--- src/lbki_pkg.sv ---
// ============================================================================
// lbki_pkg
// Shared types and constants of the line break key frame indexer.
// ============================================================================
package lbki_pkg;

    // Width of the row, offset and line count fields on the result channel.
    localparam int FIELD_W = 48;

    // Encoding modes. Mode three is not a defined code and behaves as single-byte.
    localparam logic [1:0] MODE_BYTE    = 2'd0;
    localparam logic [1:0] MODE_UTF16LE = 2'd1;
    localparam logic [1:0] MODE_UTF16BE = 2'd2;

    // Configuration register indexes.
    localparam int CFG_IDX_W = 1;
    localparam logic [CFG_IDX_W-1:0] REG_ENCODING_MODE  = 1'd0;
    localparam logic [CFG_IDX_W-1:0] REG_FRAME_INTERVAL = 1'd1;
    localparam int CFG_DATA_W = 16;

    localparam logic [15:0] FRAME_INTERVAL_RESET = 16'd1024;

    // Break characters, compared as 16-bit units.
    localparam logic [15:0] UNIT_LF = 16'h000A;
    localparam logic [15:0] UNIT_CR = 16'h000D;

    // Result kinds.
    localparam logic KIND_FRAME = 1'b0;
    localparam logic KIND_COUNT = 1'b1;

    // Result queue geometry.
    localparam int MAX_RESULTS = 3;
    localparam int RES_DEPTH   = 4;
    localparam int PTR_W       = 2;
    localparam int FILL_W      = 3;

    typedef struct packed {
        logic               result_kind;
        logic [FIELD_W-1:0] row;
        logic [FIELD_W-1:0] byte_offset;
        logic [FIELD_W-1:0] line_count;
        logic               too_long;
        logic               run_end;
    } res_t;

    // Results produced by one item, packed from slot zero upward.
    typedef struct packed {
        logic [1:0]   cnt;
        res_t [2:0]   rec;
    } push_t;

    typedef struct packed {
        logic              room;
        logic [FILL_W-1:0] fill;
    } fifo_stat_t;

endpackage

--- src/lbki_if.sv ---
// ============================================================================
// lbki_if
// Valid/ready channels of the indexer: byte items in, result items out.
// ============================================================================
interface lbki_in_if;
    logic       valid;
    logic       ready;
    logic [7:0] data_byte;
    logic       byte_valid;
    logic       last_byte;

    modport source (output valid, output data_byte, output byte_valid,
                    output last_byte, input ready);
    modport sink (input valid, input data_byte, input byte_valid,
                  input last_byte, output ready);
endinterface

interface lbki_out_if;
    import lbki_pkg::*;

    logic               valid;
    logic               ready;
    logic               result_kind;
    logic [FIELD_W-1:0] row;
    logic [FIELD_W-1:0] byte_offset;
    logic [FIELD_W-1:0] line_count;
    logic               too_long;
    logic               run_end;

    modport source (output valid, output result_kind, output row, output byte_offset,
                    output line_count, output too_long, output run_end, input ready);
    modport sink (input valid, input result_kind, input row, input byte_offset,
                  input line_count, input too_long, input run_end, output ready);
endinterface

--- src/lbki_scan.sv ---
// ============================================================================
// lbki_scan
// Input register, document state and the per-item update that produces up
// to three results.
// ============================================================================
module lbki_scan #(
    parameter int COUNT_WIDTH = 48
) (
    input  logic                   clk,
    input  logic                   rst_n,
    lbki_in_if.sink                bytes,
    input  logic [1:0]             encoding_mode,
    input  logic [15:0]            frame_interval,
    input  lbki_pkg::fifo_stat_t   fifo_stat,
    output lbki_pkg::push_t        push
);
    import lbki_pkg::*;

    localparam logic [COUNT_WIDTH-1:0] CMAX = '1;

    // Input register
    logic       item_valid_reg;
    logic [7:0] item_byte_reg;
    logic       item_bvalid_reg;
    logic       item_last_reg;

    // Document state
    logic [COUNT_WIDTH-1:0] pos_reg, pos_next;
    logic [COUNT_WIDTH-1:0] bc_reg, bc_next;
    logic [15:0]            btf_reg, btf_next;
    logic [7:0]             held_reg, held_next;
    logic                   half_reg, half_next;
    logic                   crp_reg, crp_next;
    logic                   lub_reg, lub_next;
    logic                   started_reg, started_next;
    logic                   sat_reg, sat_next;

    logic                   advance;
    logic [15:0]            btf0, btf_a, btf_c, btf_b;
    logic                   pos_at_max, bc_at_max;
    logic [COUNT_WIDTH-1:0] pos1, unit_start, bc_c, end_ofs, lines;
    logic                   sat1, sat_c, sat_f;
    logic                   wide, complete, half1, cnt, cr_x, lub_x;
    logic [7:0]             held1;
    logic [15:0]            unit;
    logic                   is_lf, is_cr;
    logic                   due_a, due_b, due_e;
    res_t                   cand [4];
    logic [3:0]             cand_v;
    logic [1:0]             slot;

    assign advance     = item_valid_reg && fifo_stat.room;
    assign bytes.ready = !item_valid_reg || advance;

    always_ff @(posedge clk or negedge rst_n)
    begin
        if (!rst_n)
        begin
            item_valid_reg <= 1'b0;
        end
        else if (bytes.valid && bytes.ready)
        begin
            item_valid_reg <= 1'b1;
        end
        else if (advance)
        begin
            item_valid_reg <= 1'b0;
        end
    end

    always_ff @(posedge clk)
    begin
        if (bytes.valid && bytes.ready)
        begin
            item_byte_reg   <= bytes.data_byte;
            item_bvalid_reg <= bytes.byte_valid;
            item_last_reg   <= bytes.last_byte;
        end
    end

    // Byte path: position, unit assembly and break counting.
    always_comb
    begin
        btf0       = started_reg ? btf_reg : frame_interval;
        pos_at_max = (pos_reg == CMAX);
        sat1       = sat_reg | (item_bvalid_reg & pos_at_max);
        pos1       = (item_bvalid_reg && !pos_at_max) ? pos_reg + 1'b1 : pos_reg;

        wide     = (encoding_mode == MODE_UTF16LE) || (encoding_mode == MODE_UTF16BE);
        complete = item_bvalid_reg && !(wide && !half_reg);
        half1    = item_bvalid_reg ? (wide && !half_reg) : half_reg;
        held1    = (item_bvalid_reg && wide && !half_reg) ? item_byte_reg : held_reg;

        if (!wide)
        begin
            unit       = {8'h00, item_byte_reg};
            unit_start = pos_reg;
        end
        else
        begin
            unit       = (encoding_mode == MODE_UTF16LE) ? {item_byte_reg, held_reg}
                                                         : {held_reg, item_byte_reg};
            unit_start = (pos_reg != '0) ? pos_reg - 1'b1 : pos_reg;
        end
        is_lf = (unit == UNIT_LF);
        is_cr = (unit == UNIT_CR);

        // A key frame held back by a CR is settled by the unit that follows.
        due_a = complete && crp_reg && (btf0 == 16'd0) && (bc_reg != '0);
        btf_a = due_a ? frame_interval : btf0;

        // A CR LF pair was already counted at the CR.
        cnt       = complete && (is_lf || is_cr) && !(crp_reg && is_lf);
        bc_at_max = (bc_reg == CMAX);
        if (cnt && !bc_at_max)
        begin
            bc_c  = bc_reg + 1'b1;
            btf_c = (btf_a <= 16'd1) ? 16'd0 : btf_a - 16'd1;
        end
        else
        begin
            bc_c  = bc_reg;
            btf_c = btf_a;
        end
        sat_c = sat1 | (cnt && bc_at_max);

        due_b = complete && is_lf && !crp_reg && (btf_c == 16'd0) && (bc_c != '0);
        btf_b = due_b ? frame_interval : btf_c;

        cr_x  = complete ? (cnt && is_cr) : crp_reg;
        lub_x = complete ? (is_lf || is_cr) : lub_reg;

        // End of document: a trailing half unit does not count toward the offset of the key frame after a final CR.
        end_ofs = (half1 && pos1 != '0) ? pos1 - 1'b1 : pos1;
        due_e   = item_last_reg && cr_x && (btf_b == 16'd0) && (bc_c != '0);
        lines   = (lub_x || bc_c == CMAX) ? bc_c : bc_c + 1'b1;
        sat_f   = sat_c | (item_last_reg && !lub_x && bc_c == CMAX);
    end

    // Candidate results in emission order, then packed into slots.
    always_comb
    begin
        cand_v[0]            = advance && !started_reg;
        cand[0].result_kind  = KIND_FRAME;
        cand[0].row          = '0;
        cand[0].byte_offset  = '0;
        cand[0].line_count   = '0;
        cand[0].too_long     = sat_reg;
        cand[0].run_end      = 1'b0;

        cand_v[1]            = advance && (due_a || due_b);
        cand[1].result_kind  = KIND_FRAME;
        cand[1].row          = due_a ? FIELD_W'(bc_reg) : FIELD_W'(bc_c);
        cand[1].byte_offset  = (due_a && !is_lf) ? FIELD_W'(unit_start) : FIELD_W'(pos1);
        cand[1].line_count   = '0;
        cand[1].too_long     = due_a ? sat1 : sat_c;
        cand[1].run_end      = 1'b0;

        cand_v[2]            = advance && due_e;
        cand[2].result_kind  = KIND_FRAME;
        cand[2].row          = FIELD_W'(bc_c);
        cand[2].byte_offset  = FIELD_W'(end_ofs);
        cand[2].line_count   = '0;
        cand[2].too_long     = sat_c;
        cand[2].run_end      = 1'b0;

        cand_v[3]            = advance && item_last_reg;
        cand[3].result_kind  = KIND_COUNT;
        cand[3].row          = FIELD_W'(bc_c);
        cand[3].byte_offset  = FIELD_W'(pos1);
        cand[3].line_count   = FIELD_W'(lines);
        cand[3].too_long     = sat_f;
        cand[3].run_end      = 1'b0;

        push.rec = '0;
        slot     = 2'd0;
        for (int i = 0; i < 4; i++)
        begin
            if (cand_v[i] && slot != 2'd3)
            begin
                push.rec[slot] = cand[i];
                slot           = slot + 2'd1;
            end
        end
        if (slot != 2'd0)
        begin
            push.rec[slot - 2'd1].run_end = 1'b1;
        end
        push.cnt = slot;
    end

    // Next document state; the end of a document returns everything to reset.
    always_comb
    begin
        pos_next     = pos_reg;
        bc_next      = bc_reg;
        btf_next     = btf_reg;
        held_next    = held_reg;
        half_next    = half_reg;
        crp_next     = crp_reg;
        lub_next     = lub_reg;
        started_next = started_reg;
        sat_next     = sat_reg;
        if (advance)
        begin
            if (item_last_reg)
            begin
                pos_next     = '0;
                bc_next      = '0;
                btf_next     = '0;
                held_next    = '0;
                half_next    = 1'b0;
                crp_next     = 1'b0;
                lub_next     = 1'b0;
                started_next = 1'b0;
                sat_next     = 1'b0;
            end
            else
            begin
                pos_next     = pos1;
                bc_next      = bc_c;
                btf_next     = btf_b;
                held_next    = held1;
                half_next    = half1;
                crp_next     = cr_x;
                lub_next     = lub_x;
                started_next = 1'b1;
                sat_next     = sat_c;
            end
        end
    end

    always_ff @(posedge clk or negedge rst_n)
    begin
        if (!rst_n)
        begin
            pos_reg     <= '0;
            bc_reg      <= '0;
            btf_reg     <= '0;
            held_reg    <= '0;
            half_reg    <= 1'b0;
            crp_reg     <= 1'b0;
            lub_reg     <= 1'b0;
            started_reg <= 1'b0;
            sat_reg     <= 1'b0;
        end
        else
        begin
            pos_reg     <= pos_next;
            bc_reg      <= bc_next;
            btf_reg     <= btf_next;
            held_reg    <= held_next;
            half_reg    <= half_next;
            crp_reg     <= crp_next;
            lub_reg     <= lub_next;
            started_reg <= started_next;
            sat_reg     <= sat_next;
        end
    end

endmodule

--- src/lbki_rfifo.sv ---
// ============================================================================
// lbki_rfifo
// Result queue: takes up to three results per cycle, hands out one per
// transaction.
// ============================================================================
module lbki_rfifo (
    input  logic                 clk,
    input  logic                 rst_n,
    input  lbki_pkg::push_t      push,
    lbki_out_if.source           results,
    output lbki_pkg::fifo_stat_t stat
);
    import lbki_pkg::*;

    res_t              mem [RES_DEPTH];
    logic [PTR_W-1:0]  wr_ptr_reg, wr_ptr_next;
    logic [PTR_W-1:0]  rd_ptr_reg, rd_ptr_next;
    logic [FILL_W-1:0] fill_reg, fill_next;
    logic              pop;
    res_t              head;

    assign pop  = results.valid && results.ready;
    assign head = mem[rd_ptr_reg];

    assign results.valid       = (fill_reg != '0);
    assign results.result_kind = head.result_kind;
    assign results.row         = head.row;
    assign results.byte_offset = head.byte_offset;
    assign results.line_count  = head.line_count;
    assign results.too_long    = head.too_long;
    assign results.run_end     = head.run_end;

    // Room is judged on the current fill so that a full item always fits.
    assign stat.room = (fill_reg <= FILL_W'(RES_DEPTH - MAX_RESULTS));
    assign stat.fill = fill_reg;

    assign wr_ptr_next = wr_ptr_reg + PTR_W'(push.cnt);
    assign rd_ptr_next = rd_ptr_reg + PTR_W'(pop);
    assign fill_next   = fill_reg + FILL_W'(push.cnt) - FILL_W'(pop);

    always_ff @(posedge clk)
    begin
        for (int k = 0; k < MAX_RESULTS; k++)
        begin
            if (2'(k) < push.cnt)
            begin
                mem[wr_ptr_reg + PTR_W'(k)] <= push.rec[k];
            end
        end
    end

    always_ff @(posedge clk or negedge rst_n)
    begin
        if (!rst_n)
        begin
            wr_ptr_reg <= '0;
            rd_ptr_reg <= '0;
            fill_reg   <= '0;
        end
        else
        begin
            wr_ptr_reg <= wr_ptr_next;
            rd_ptr_reg <= rd_ptr_next;
            fill_reg   <= fill_next;
        end
    end

endmodule

--- src/line_break_key_frame_indexer.sv ---
// ============================================================================
// line_break_key_frame_indexer
// Counts LF, CR and CR LF breaks in a byte stream and reports key frames and
// the final line count.
// ============================================================================
// The block takes one byte item per clock while the result queue has room. An
// accepted item waits in the input register, where the document state is
// updated and up to three results (start key frame, break key frame, key frame
// after a final CR, line count) are written at once into a four-entry result
// queue, which offers them at one per transaction. The input keeps taking
// one item per cycle as long as the queue holds at most one result, which it
// does whenever results are taken as fast as they appear; only an item that
// makes several results, or a stalled result side, holds the input back.
// Configuration writes take effect on the next cycle and must only be made
// between documents. There is no start-up clearing pass.
module line_break_key_frame_indexer #(
    parameter int COUNT_WIDTH = 48
) (
    input  logic                              clk,
    input  logic                              rst_n,
    lbki_in_if.sink                           bytes,
    lbki_out_if.source                        results,
    input  logic                              cfg_we,
    input  logic [lbki_pkg::CFG_IDX_W-1:0]    cfg_index,
    input  logic [lbki_pkg::CFG_DATA_W-1:0]   cfg_data
);
    import lbki_pkg::*;

    logic [1:0]  encoding_mode_reg;
    logic [15:0] frame_interval_reg;
    push_t       push;
    fifo_stat_t  fifo_stat;

    always_ff @(posedge clk or negedge rst_n)
    begin
        if (!rst_n)
        begin
            encoding_mode_reg  <= MODE_BYTE;
            frame_interval_reg <= FRAME_INTERVAL_RESET;
        end
        else if (cfg_we)
        begin
            unique case (cfg_index)
                REG_ENCODING_MODE:  encoding_mode_reg  <= cfg_data[1:0];
                REG_FRAME_INTERVAL: frame_interval_reg <= cfg_data[15:0];
                default:            ;
            endcase
        end
    end

    lbki_scan #(
        .COUNT_WIDTH (COUNT_WIDTH)
    ) u_scan (
        .clk            (clk),
        .rst_n          (rst_n),
        .bytes          (bytes),
        .encoding_mode  (encoding_mode_reg),
        .frame_interval (frame_interval_reg),
        .fifo_stat      (fifo_stat),
        .push           (push)
    );

    lbki_rfifo u_rfifo (
        .clk     (clk),
        .rst_n   (rst_n),
        .push    (push),
        .results (results),
        .stat    (fifo_stat)
    );

    // Results are only written when the queue has room for a whole item.
    a_push_fits: assert property (@(posedge clk) disable iff (!rst_n)
        (push.cnt != 2'd0) |-> fifo_stat.room)
        else $error("result push without room in the queue");

    // The last result written for an item carries the run end mark.
    a_run_end_last: assert property (@(posedge clk) disable iff (!rst_n)
        (push.cnt != 2'd0) |-> push.rec[push.cnt - 2'd1].run_end)
        else $error("last result of an item lacks run_end");

    // A line count always closes the results of its item.
    a_count_ends: assert property (@(posedge clk) disable iff (!rst_n)
        (results.valid && results.result_kind == KIND_COUNT) |-> results.run_end)
        else $error("line count result without run_end");

    // The queue never holds more than its depth.
    a_fill_bound: assert property (@(posedge clk) disable iff (!rst_n)
        fifo_stat.fill <= FILL_W'(RES_DEPTH))
        else $error("result queue overfilled");

endmodule

--- src/flat_wrapper.sv ---
// flat-port wrapper written by rule: the top's interface ports become plain ports
module line_break_key_frame_indexer_flat import lbki_pkg::*;
#(
    parameter int COUNT_WIDTH = 48
)
  (clk, rst_n, cfg_we, cfg_index, cfg_data, bytes_valid, bytes_data_byte, bytes_byte_valid, bytes_last_byte, bytes_ready, results_valid, results_result_kind, results_row, results_byte_offset, results_line_count, results_too_long, results_run_end, results_ready);
  lbki_in_if bytes_i ();
  lbki_out_if results_i ();
  input  logic clk;
  input  logic rst_n;
  input  logic cfg_we;
  input  logic [lbki_pkg::CFG_IDX_W-1:0] cfg_index;
  input  logic [lbki_pkg::CFG_DATA_W-1:0] cfg_data;
  input wire logic [$bits(bytes_i.valid)-1:0] bytes_valid;
  input wire logic [$bits(bytes_i.data_byte)-1:0] bytes_data_byte;
  input wire logic [$bits(bytes_i.byte_valid)-1:0] bytes_byte_valid;
  input wire logic [$bits(bytes_i.last_byte)-1:0] bytes_last_byte;
  output wire logic [$bits(bytes_i.ready)-1:0] bytes_ready;
  output wire logic [$bits(results_i.valid)-1:0] results_valid;
  output wire logic [$bits(results_i.result_kind)-1:0] results_result_kind;
  output wire logic [$bits(results_i.row)-1:0] results_row;
  output wire logic [$bits(results_i.byte_offset)-1:0] results_byte_offset;
  output wire logic [$bits(results_i.line_count)-1:0] results_line_count;
  output wire logic [$bits(results_i.too_long)-1:0] results_too_long;
  output wire logic [$bits(results_i.run_end)-1:0] results_run_end;
  input wire logic [$bits(results_i.ready)-1:0] results_ready;
  assign bytes_i.valid = bytes_valid;
  assign bytes_i.data_byte = bytes_data_byte;
  assign bytes_i.byte_valid = bytes_byte_valid;
  assign bytes_i.last_byte = bytes_last_byte;
  assign bytes_ready = bytes_i.ready;
  assign results_valid = results_i.valid;
  assign results_result_kind = results_i.result_kind;
  assign results_row = results_i.row;
  assign results_byte_offset = results_i.byte_offset;
  assign results_line_count = results_i.line_count;
  assign results_too_long = results_i.too_long;
  assign results_run_end = results_i.run_end;
  assign results_i.ready = results_ready;
  line_break_key_frame_indexer #(.COUNT_WIDTH(COUNT_WIDTH)) u_core (.clk(clk), .rst_n(rst_n), .bytes(bytes_i), .results(results_i), .cfg_we(cfg_we), .cfg_index(cfg_index), .cfg_data(cfg_data));
endmodule
--- config.mk ---
export PLATFORM = sky130hd
export DESIGN_NAME = line_break_key_frame_indexer_flat
export DESIGN_NICKNAME = d
export VERILOG_FILES = /design/src/lbki_pkg.sv /design/src/lbki_if.sv /design/src/lbki_scan.sv /design/src/lbki_rfifo.sv /design/src/line_break_key_frame_indexer.sv /design/src/flat_wrapper.sv
export SDC_FILE = /design/constraint.sdc
export NUM_CORES = 2
export LEC_CHECK = 0
export BUFFER_PORTS_ARGS = -buffer_cell sky130_fd_sc_hd__buf_2
export CAP_MARGIN = 10
export CORE_ASPECT_RATIO = 0.75
export CORE_MARGIN = 2
export CORE_UTILIZATION = 61
export CTS_CLUSTER_DIAMETER = 200
export DETAILED_ROUTE_END_ITERATION = 7
export PLACE_DENSITY = 0.76
export SYNTH_ARGS = -nofsm -noshare
export SYNTH_HDL_FRONTEND = slang
export SYNTH_SLANG_ARGS = --single-unit
--- constraint.sdc ---
create_clock -name clk -period 23.3 [get_ports clk]
set_clock_uncertainty 0.05 [all_clocks]
set_input_delay 2.33 -clock clk [delete_from_list [all_inputs] [get_ports clk]]
set_output_delay 2.33 -clock clk [all_outputs]
set_load 0.005 [all_outputs]
Word level (Yosys, flattened, before mapping):

Memory sizes are Yosys's and may differ from the RTL's.
Cells that the tools add are included.

* $add $sub $neg: 16
* order comparisons: 13
* eq/ne operators: 10
* multiplexer cells: 58
* bitwise logic cells: 5
* reduce and logical (&&, ||, !) cells: 68

Operators with widths (number)
* bitwise mux 441 bit: 4
* two-way mux 441 bit: 4
* demux 147 bit (select 2 bit): 4
* two-way mux 48 bit: 10
* two-way mux 147 bit: 3
* nonzero test 48 bit: 4
* adder 48 x 1 -> 48 bit (second input constant): 3
* equality test 48 bit (second input constant): 3
* two-way mux 16 bit: 8
* subtractor 48 x 1 -> 48 bit (second input constant): 2
* logical NOT 16 bit: 3
* logical AND 1 bit: 39
* equality test 16 x 4 -> 1 bit (second input constant): 2
* two-way mux 1 bit: 19
* less-or-equal comparator 16 x 1 -> 1 bit (second input constant): 1
* two-way mux 8 bit: 2
* subtractor 16 x 1 -> 16 bit (second input constant): 1
* less-than comparator 2 x 3 -> 1 bit (second input constant): 4
* logical NOT 1 bit: 10
* adder 2 x 1 -> 2 bit (second input constant): 4
* greater-or-equal comparator 2 x 1 -> 1 bit (second input constant): 4
* two-way mux 2 bit: 4
* inequality test 2 bit (second input constant): 3
* AND reduction 2 bit: 3
* 17 further kinds: 26

* flip-flop bits (word level): 161
* bits in writable memories: 588
* output and inout bits: 149
* word-level logic and storage cells: 189
* memories kept: 1

Memory list
* u_core.u_rfifo.mem: depth 4, bits a word 147, read ports 1, clocked after memory_dff 0, write ports 3, line lbki_rfifo.sv:15 `res_t mem [RES_DEPTH];`

Longest topological paths before layout:

* word-level depth: 32
* mapped depth: 43
* depth with buffers taken out: 35

Cells and area by module:

Synthesis repeated with hierarchy kept, for this count alone.

* cells, all modules: 6553
* area total of the unflattened synthesis: 53750.3 µm²

Modules (own cells, without submodules)
* lbki_rfifo: times used 1, cells each 3432, area an instance 33103.0 µm²
* lbki_scan: times used 1, cells each 3082, area an instance 19931.6 µm²
* line_break_key_frame_indexer: times used 1, cells each 39, area an instance 715.7 µm²

Worst setup path after synthesis:

Ideal clock, no wire load.

* path type: reg-to-reg
* from: register u_core.u_scan.bc_reg[12]
* to: memory u_core.u_rfifo.mem[0][0] (netlist name), enable pin
* data arrival time: 18.778 ns
* setup slack: 3.585 ns
* stages on the path, launching flop included: 35
* path buffers: 7
* path through: dfrtp_1 clkbuf_1 nor4_1 nand4_1 nor3_1 o31ai_2 buf_2 buf_2 a22oi_1 ha_1 o21ai_0 nor4_4 nand2_2 or4_1 a22oi_1 and4_1 nand4_1 o21ai_1 buf_2 buf_2 buf_2 nand2_1 ha_1 a21oi_1 o211a_1 o21ai_2 a211o_1 o21ai_0 inv_1 ha_1 or3_1 clkbuf_1 mux2_2 o21bai_1 a221oi_1

RTL lines
* from (decl): line lbki_scan.sv:29 `logic [COUNT_WIDTH-1:0] bc_reg, bc_next;`
* from (signal assigned): line lbki_scan.sv:250 `bc_reg <= bc_next;`
* to (decl): line lbki_rfifo.sv:15

==> results by group <==
Status
  – Outcome: complete, but fails checks
  – Failing checks: design-rule violations

Synth
  – Ys Warns: 0
  – Seq cells post-synth: ~750
  – Cell variety after synth: roughly 120
  – Register area share after synthesis: 0.420
  – Synth Flop Type: edfxtp_1
  – Post-synth top cells: nor2_1, edfxtp_1, a21oi_1
  – Synth Cell Area: roughly 0.052 mm^2
  – Top-count cell post-synth: nor2_1
  – Synth top area cells: edfxtp_1, dfrtp_1, mux2i_1
  – Syn nets: about 5500
  – Post-Syn Instances: between 5000 and 6000
  – Syn Area/Cell: 9.50 um^2
  – EDFF count, synth: 598
  – Yosys top cell area share: 0.347
  – Synth area leader: edfxtp_1
  – Post-synth ARST share: 0.202

Floorplan
  – Die X: 341 um
  – Die footprint: 0.0873 mm^2
  – Initial Util: 0.617
  – Die Ht: between 200 and 300 um
  – # IOs: 181
  – Site Rows: 92
  – Core area: 0.0840 mm^2

Critical path
  – Worst Setup SP: u_core.u_scan.bc_reg[0]$_DFFE_PN0P_
  – Crit path kind: flip-flop to flip-flop
  – Worst EP arrival: 12.65 ns
  – Critical R2R Launch: u_core.u_scan.bc_reg[0]$_DFFE_PN0P_
  – Worst Setup End Kind: flip-flop
  – Slowest cell on the critical path: nor4_1
  – CP Data Required Time: 23.53 ns
  – Reg2reg path depth: 33
  – Largest fanout on the critical path: 61
  – CP Launch Type: flip-flop
  – Peak per-stage delay on the critical path: ~0.9 ns

STA
  – Final setup vio count: 0
  – Least-Margin Pin Slew: 1.40 ns
  – Unrepaired setup endpoints after global routing: false
  – Slew HR: 0.0656
  – Setup_tns: 0 ns
  – Endpoints failing hold: 0
  – Post-route minimum period: 12.42 ns
  – Max Freq: 80.5 MHz
  – Slew Limit Fails: 0
  – Final Cycle Share: 0.533

Clock tree
  – CTS Sinks: approximately 750
  – Postcts setup bufs: 0
  – Worst skew pair latency: 0.69 ns
  – Clock-pin slew on the worst setup and hold paths: 0.07 ns
  – CTS buffer count: 78
  – Clock buffer depth: 3
  – # resized after CTS: 0
  – TritonCTS clock tree: done
  – Hold buffer count at cts: 0
  – Clock H-tree levels: 3
  – Clock root buffer: clkbuf_16

Route
  – Met1 wire length: 83.7 mm
  – Antenna viol nets, final: 0
  – WL final: 214 mm
  – Drt pass-1 iters: 8
  – WL met3: 40.2 mm
  – Drt wl/cell: 32.6 um
  – Met2 WL: about 83 mm
  – DR DRC count: 1
  – Vias per inst: 7.60
  – Via Count: 49886
  – Uppermost layer routed: met5
  – DRT iter0 DRCs: 9454

Power and ir drop
  – Cell-internal power: 3.21 mW
  – Sw Share: 0.380
  – Pwr dens: between 90 and 100 mW/mm^2
  – Sw Pwr: around 2 mW
  – Power share of the clock group: 0.255
  – Worst IR Drop VDD: 0.102 mV
  – Pleak: 21.6 nW
  – Sequential power share: 0.382
  – Combinational share of power: 0.363

Global routing
  – Number of global-route vias before repair: 45824
  – Gr usage total: 0.477
  – Initial antenna violation count: 9
  – Largest net degree at the start of global routing: 141
  – Global-route wire length before repair: 310 mm
  – Grt ovf: 0

Placed design
  – DP HPWL: 143 mm
  – Placed Instance Area: 0.0534 mm^2
  – Number of port buffers: 180
  – GP Congestion: 1.09

Worst hold path
  – Worst Hold Class: flip-flop to flip-flop
  – Hold Startpoint: u_core.u_scan.btf_reg[15]$_DFFE_PN0P_
  – Cell depth of the worst hold path: 2

Cells and area
  – Area growth syn-to-layout: 8.19%
  – Nets@finish: between 5000 and 6000
  – Final instance area: 0.0561 mm^2
  – Share of cells above drive strength 1: 0.139
  – Max reg flops: 588

Flow run
  – Max-Cap Viols: 0
[metal layers]
layer,up-vias,track usage
met5,-,0.00548
met4,8,0.139
met3,688,0.219
met2,4789,0.617
met1,23969,0.707
li1,20432,-
[cells in the final DEF, fill, tap and decap left out, types with 141 or more instances in the layout]
master,synthesis,layout
buf_2,124,179
mux4_2,147,147
nor2_1,727,723
dfrtp_1,150,148
a21oi_1,466,460
nor3_1,150,148
edfxtp_1,598,598
nand2_1,414,412
o21ai_0,360,360
mux2i_1,341,339
buf_4,10,141
[power by group through the flow]
stage	Combinational (mW)	Clock [mW]	Sequential, mW
detailed placement	1.80	0	1.99
global placement	1.79	0	1.98
CTS	1.81	1.31	1.97
global route	1.95	1.36	2.00
floorplan	1.14	0	2.01
finish	1.88	1.32	1.98
[critical path, delay by kind of cell (launching register included)]
family	cells	cell delay [ns]
AND/OR/NAND/NOR	11	4.20
AO/OA/AOI/OAI	11	2.78
buffers and inverters	6	2.59
adder cells (fa/ha/maj)	4	1.37
multiplexers	1	0.49
flip-flops	1	0.45
[metrics by stage]
stage	setup slack (ns)	util	power, mW	hold WS [ns]	std cells
floorplan	3.58	-	3.14	0.400	5456
global placement	11.51	0.636	3.76	0.412	6416
detailed placement	11.19	0.636	3.80	0.437	6416
CTS	11.13	0.667	5.10	0.455	6558
global route	10.26	0.667	5.31	0.477	6560
finish	10.88	0.667	5.18	0.459	6562
[area by class of cell]
class	count	area, um^2
antenna	3	7.51
inverter	76	290
fill	6448	28000
multi-input combinational	4141	28000
timing repair buffer	323	2010
clock buffer	108	2160
clock inverter	34	457
tap	1128	1410
sequential	749	21700
[kinds of logic after synthesis]
kind of cell    after synthesis  synth area share
simple gates               1972             0.184
compound gates             1414             0.172
flops                       749             0.420
buf+inv                     566            0.0455
mux                         518             0.136
xor+xnor                    212            0.0364
fa+ha+maj                    25           0.00613
[worst paths after layout]
path / endpoint / slack (ns)
max: u_core.u_rfifo.mem[0][88]$_DFFE_PP_ / 10.88
min: u_core.u_scan.btf_reg[15]$_DFFE_PN0P_ / 0.46
max reg2reg: u_core.u_rfifo.mem[0][88]$_DFFE_PP_ / 10.88
min reg2reg: u_core.u_scan.btf_reg[15]$_DFFE_PN0P_ / 0.46
max in group asynchronous: u_core.u_scan.bc_reg[19]$_DFFE_PN0P_ / 19.63
min in group asynchronous: u_core.u_scan.held_reg[3]$_DFFE_PN0P_ / 1.59
Power figures use the tool's default switching activity.
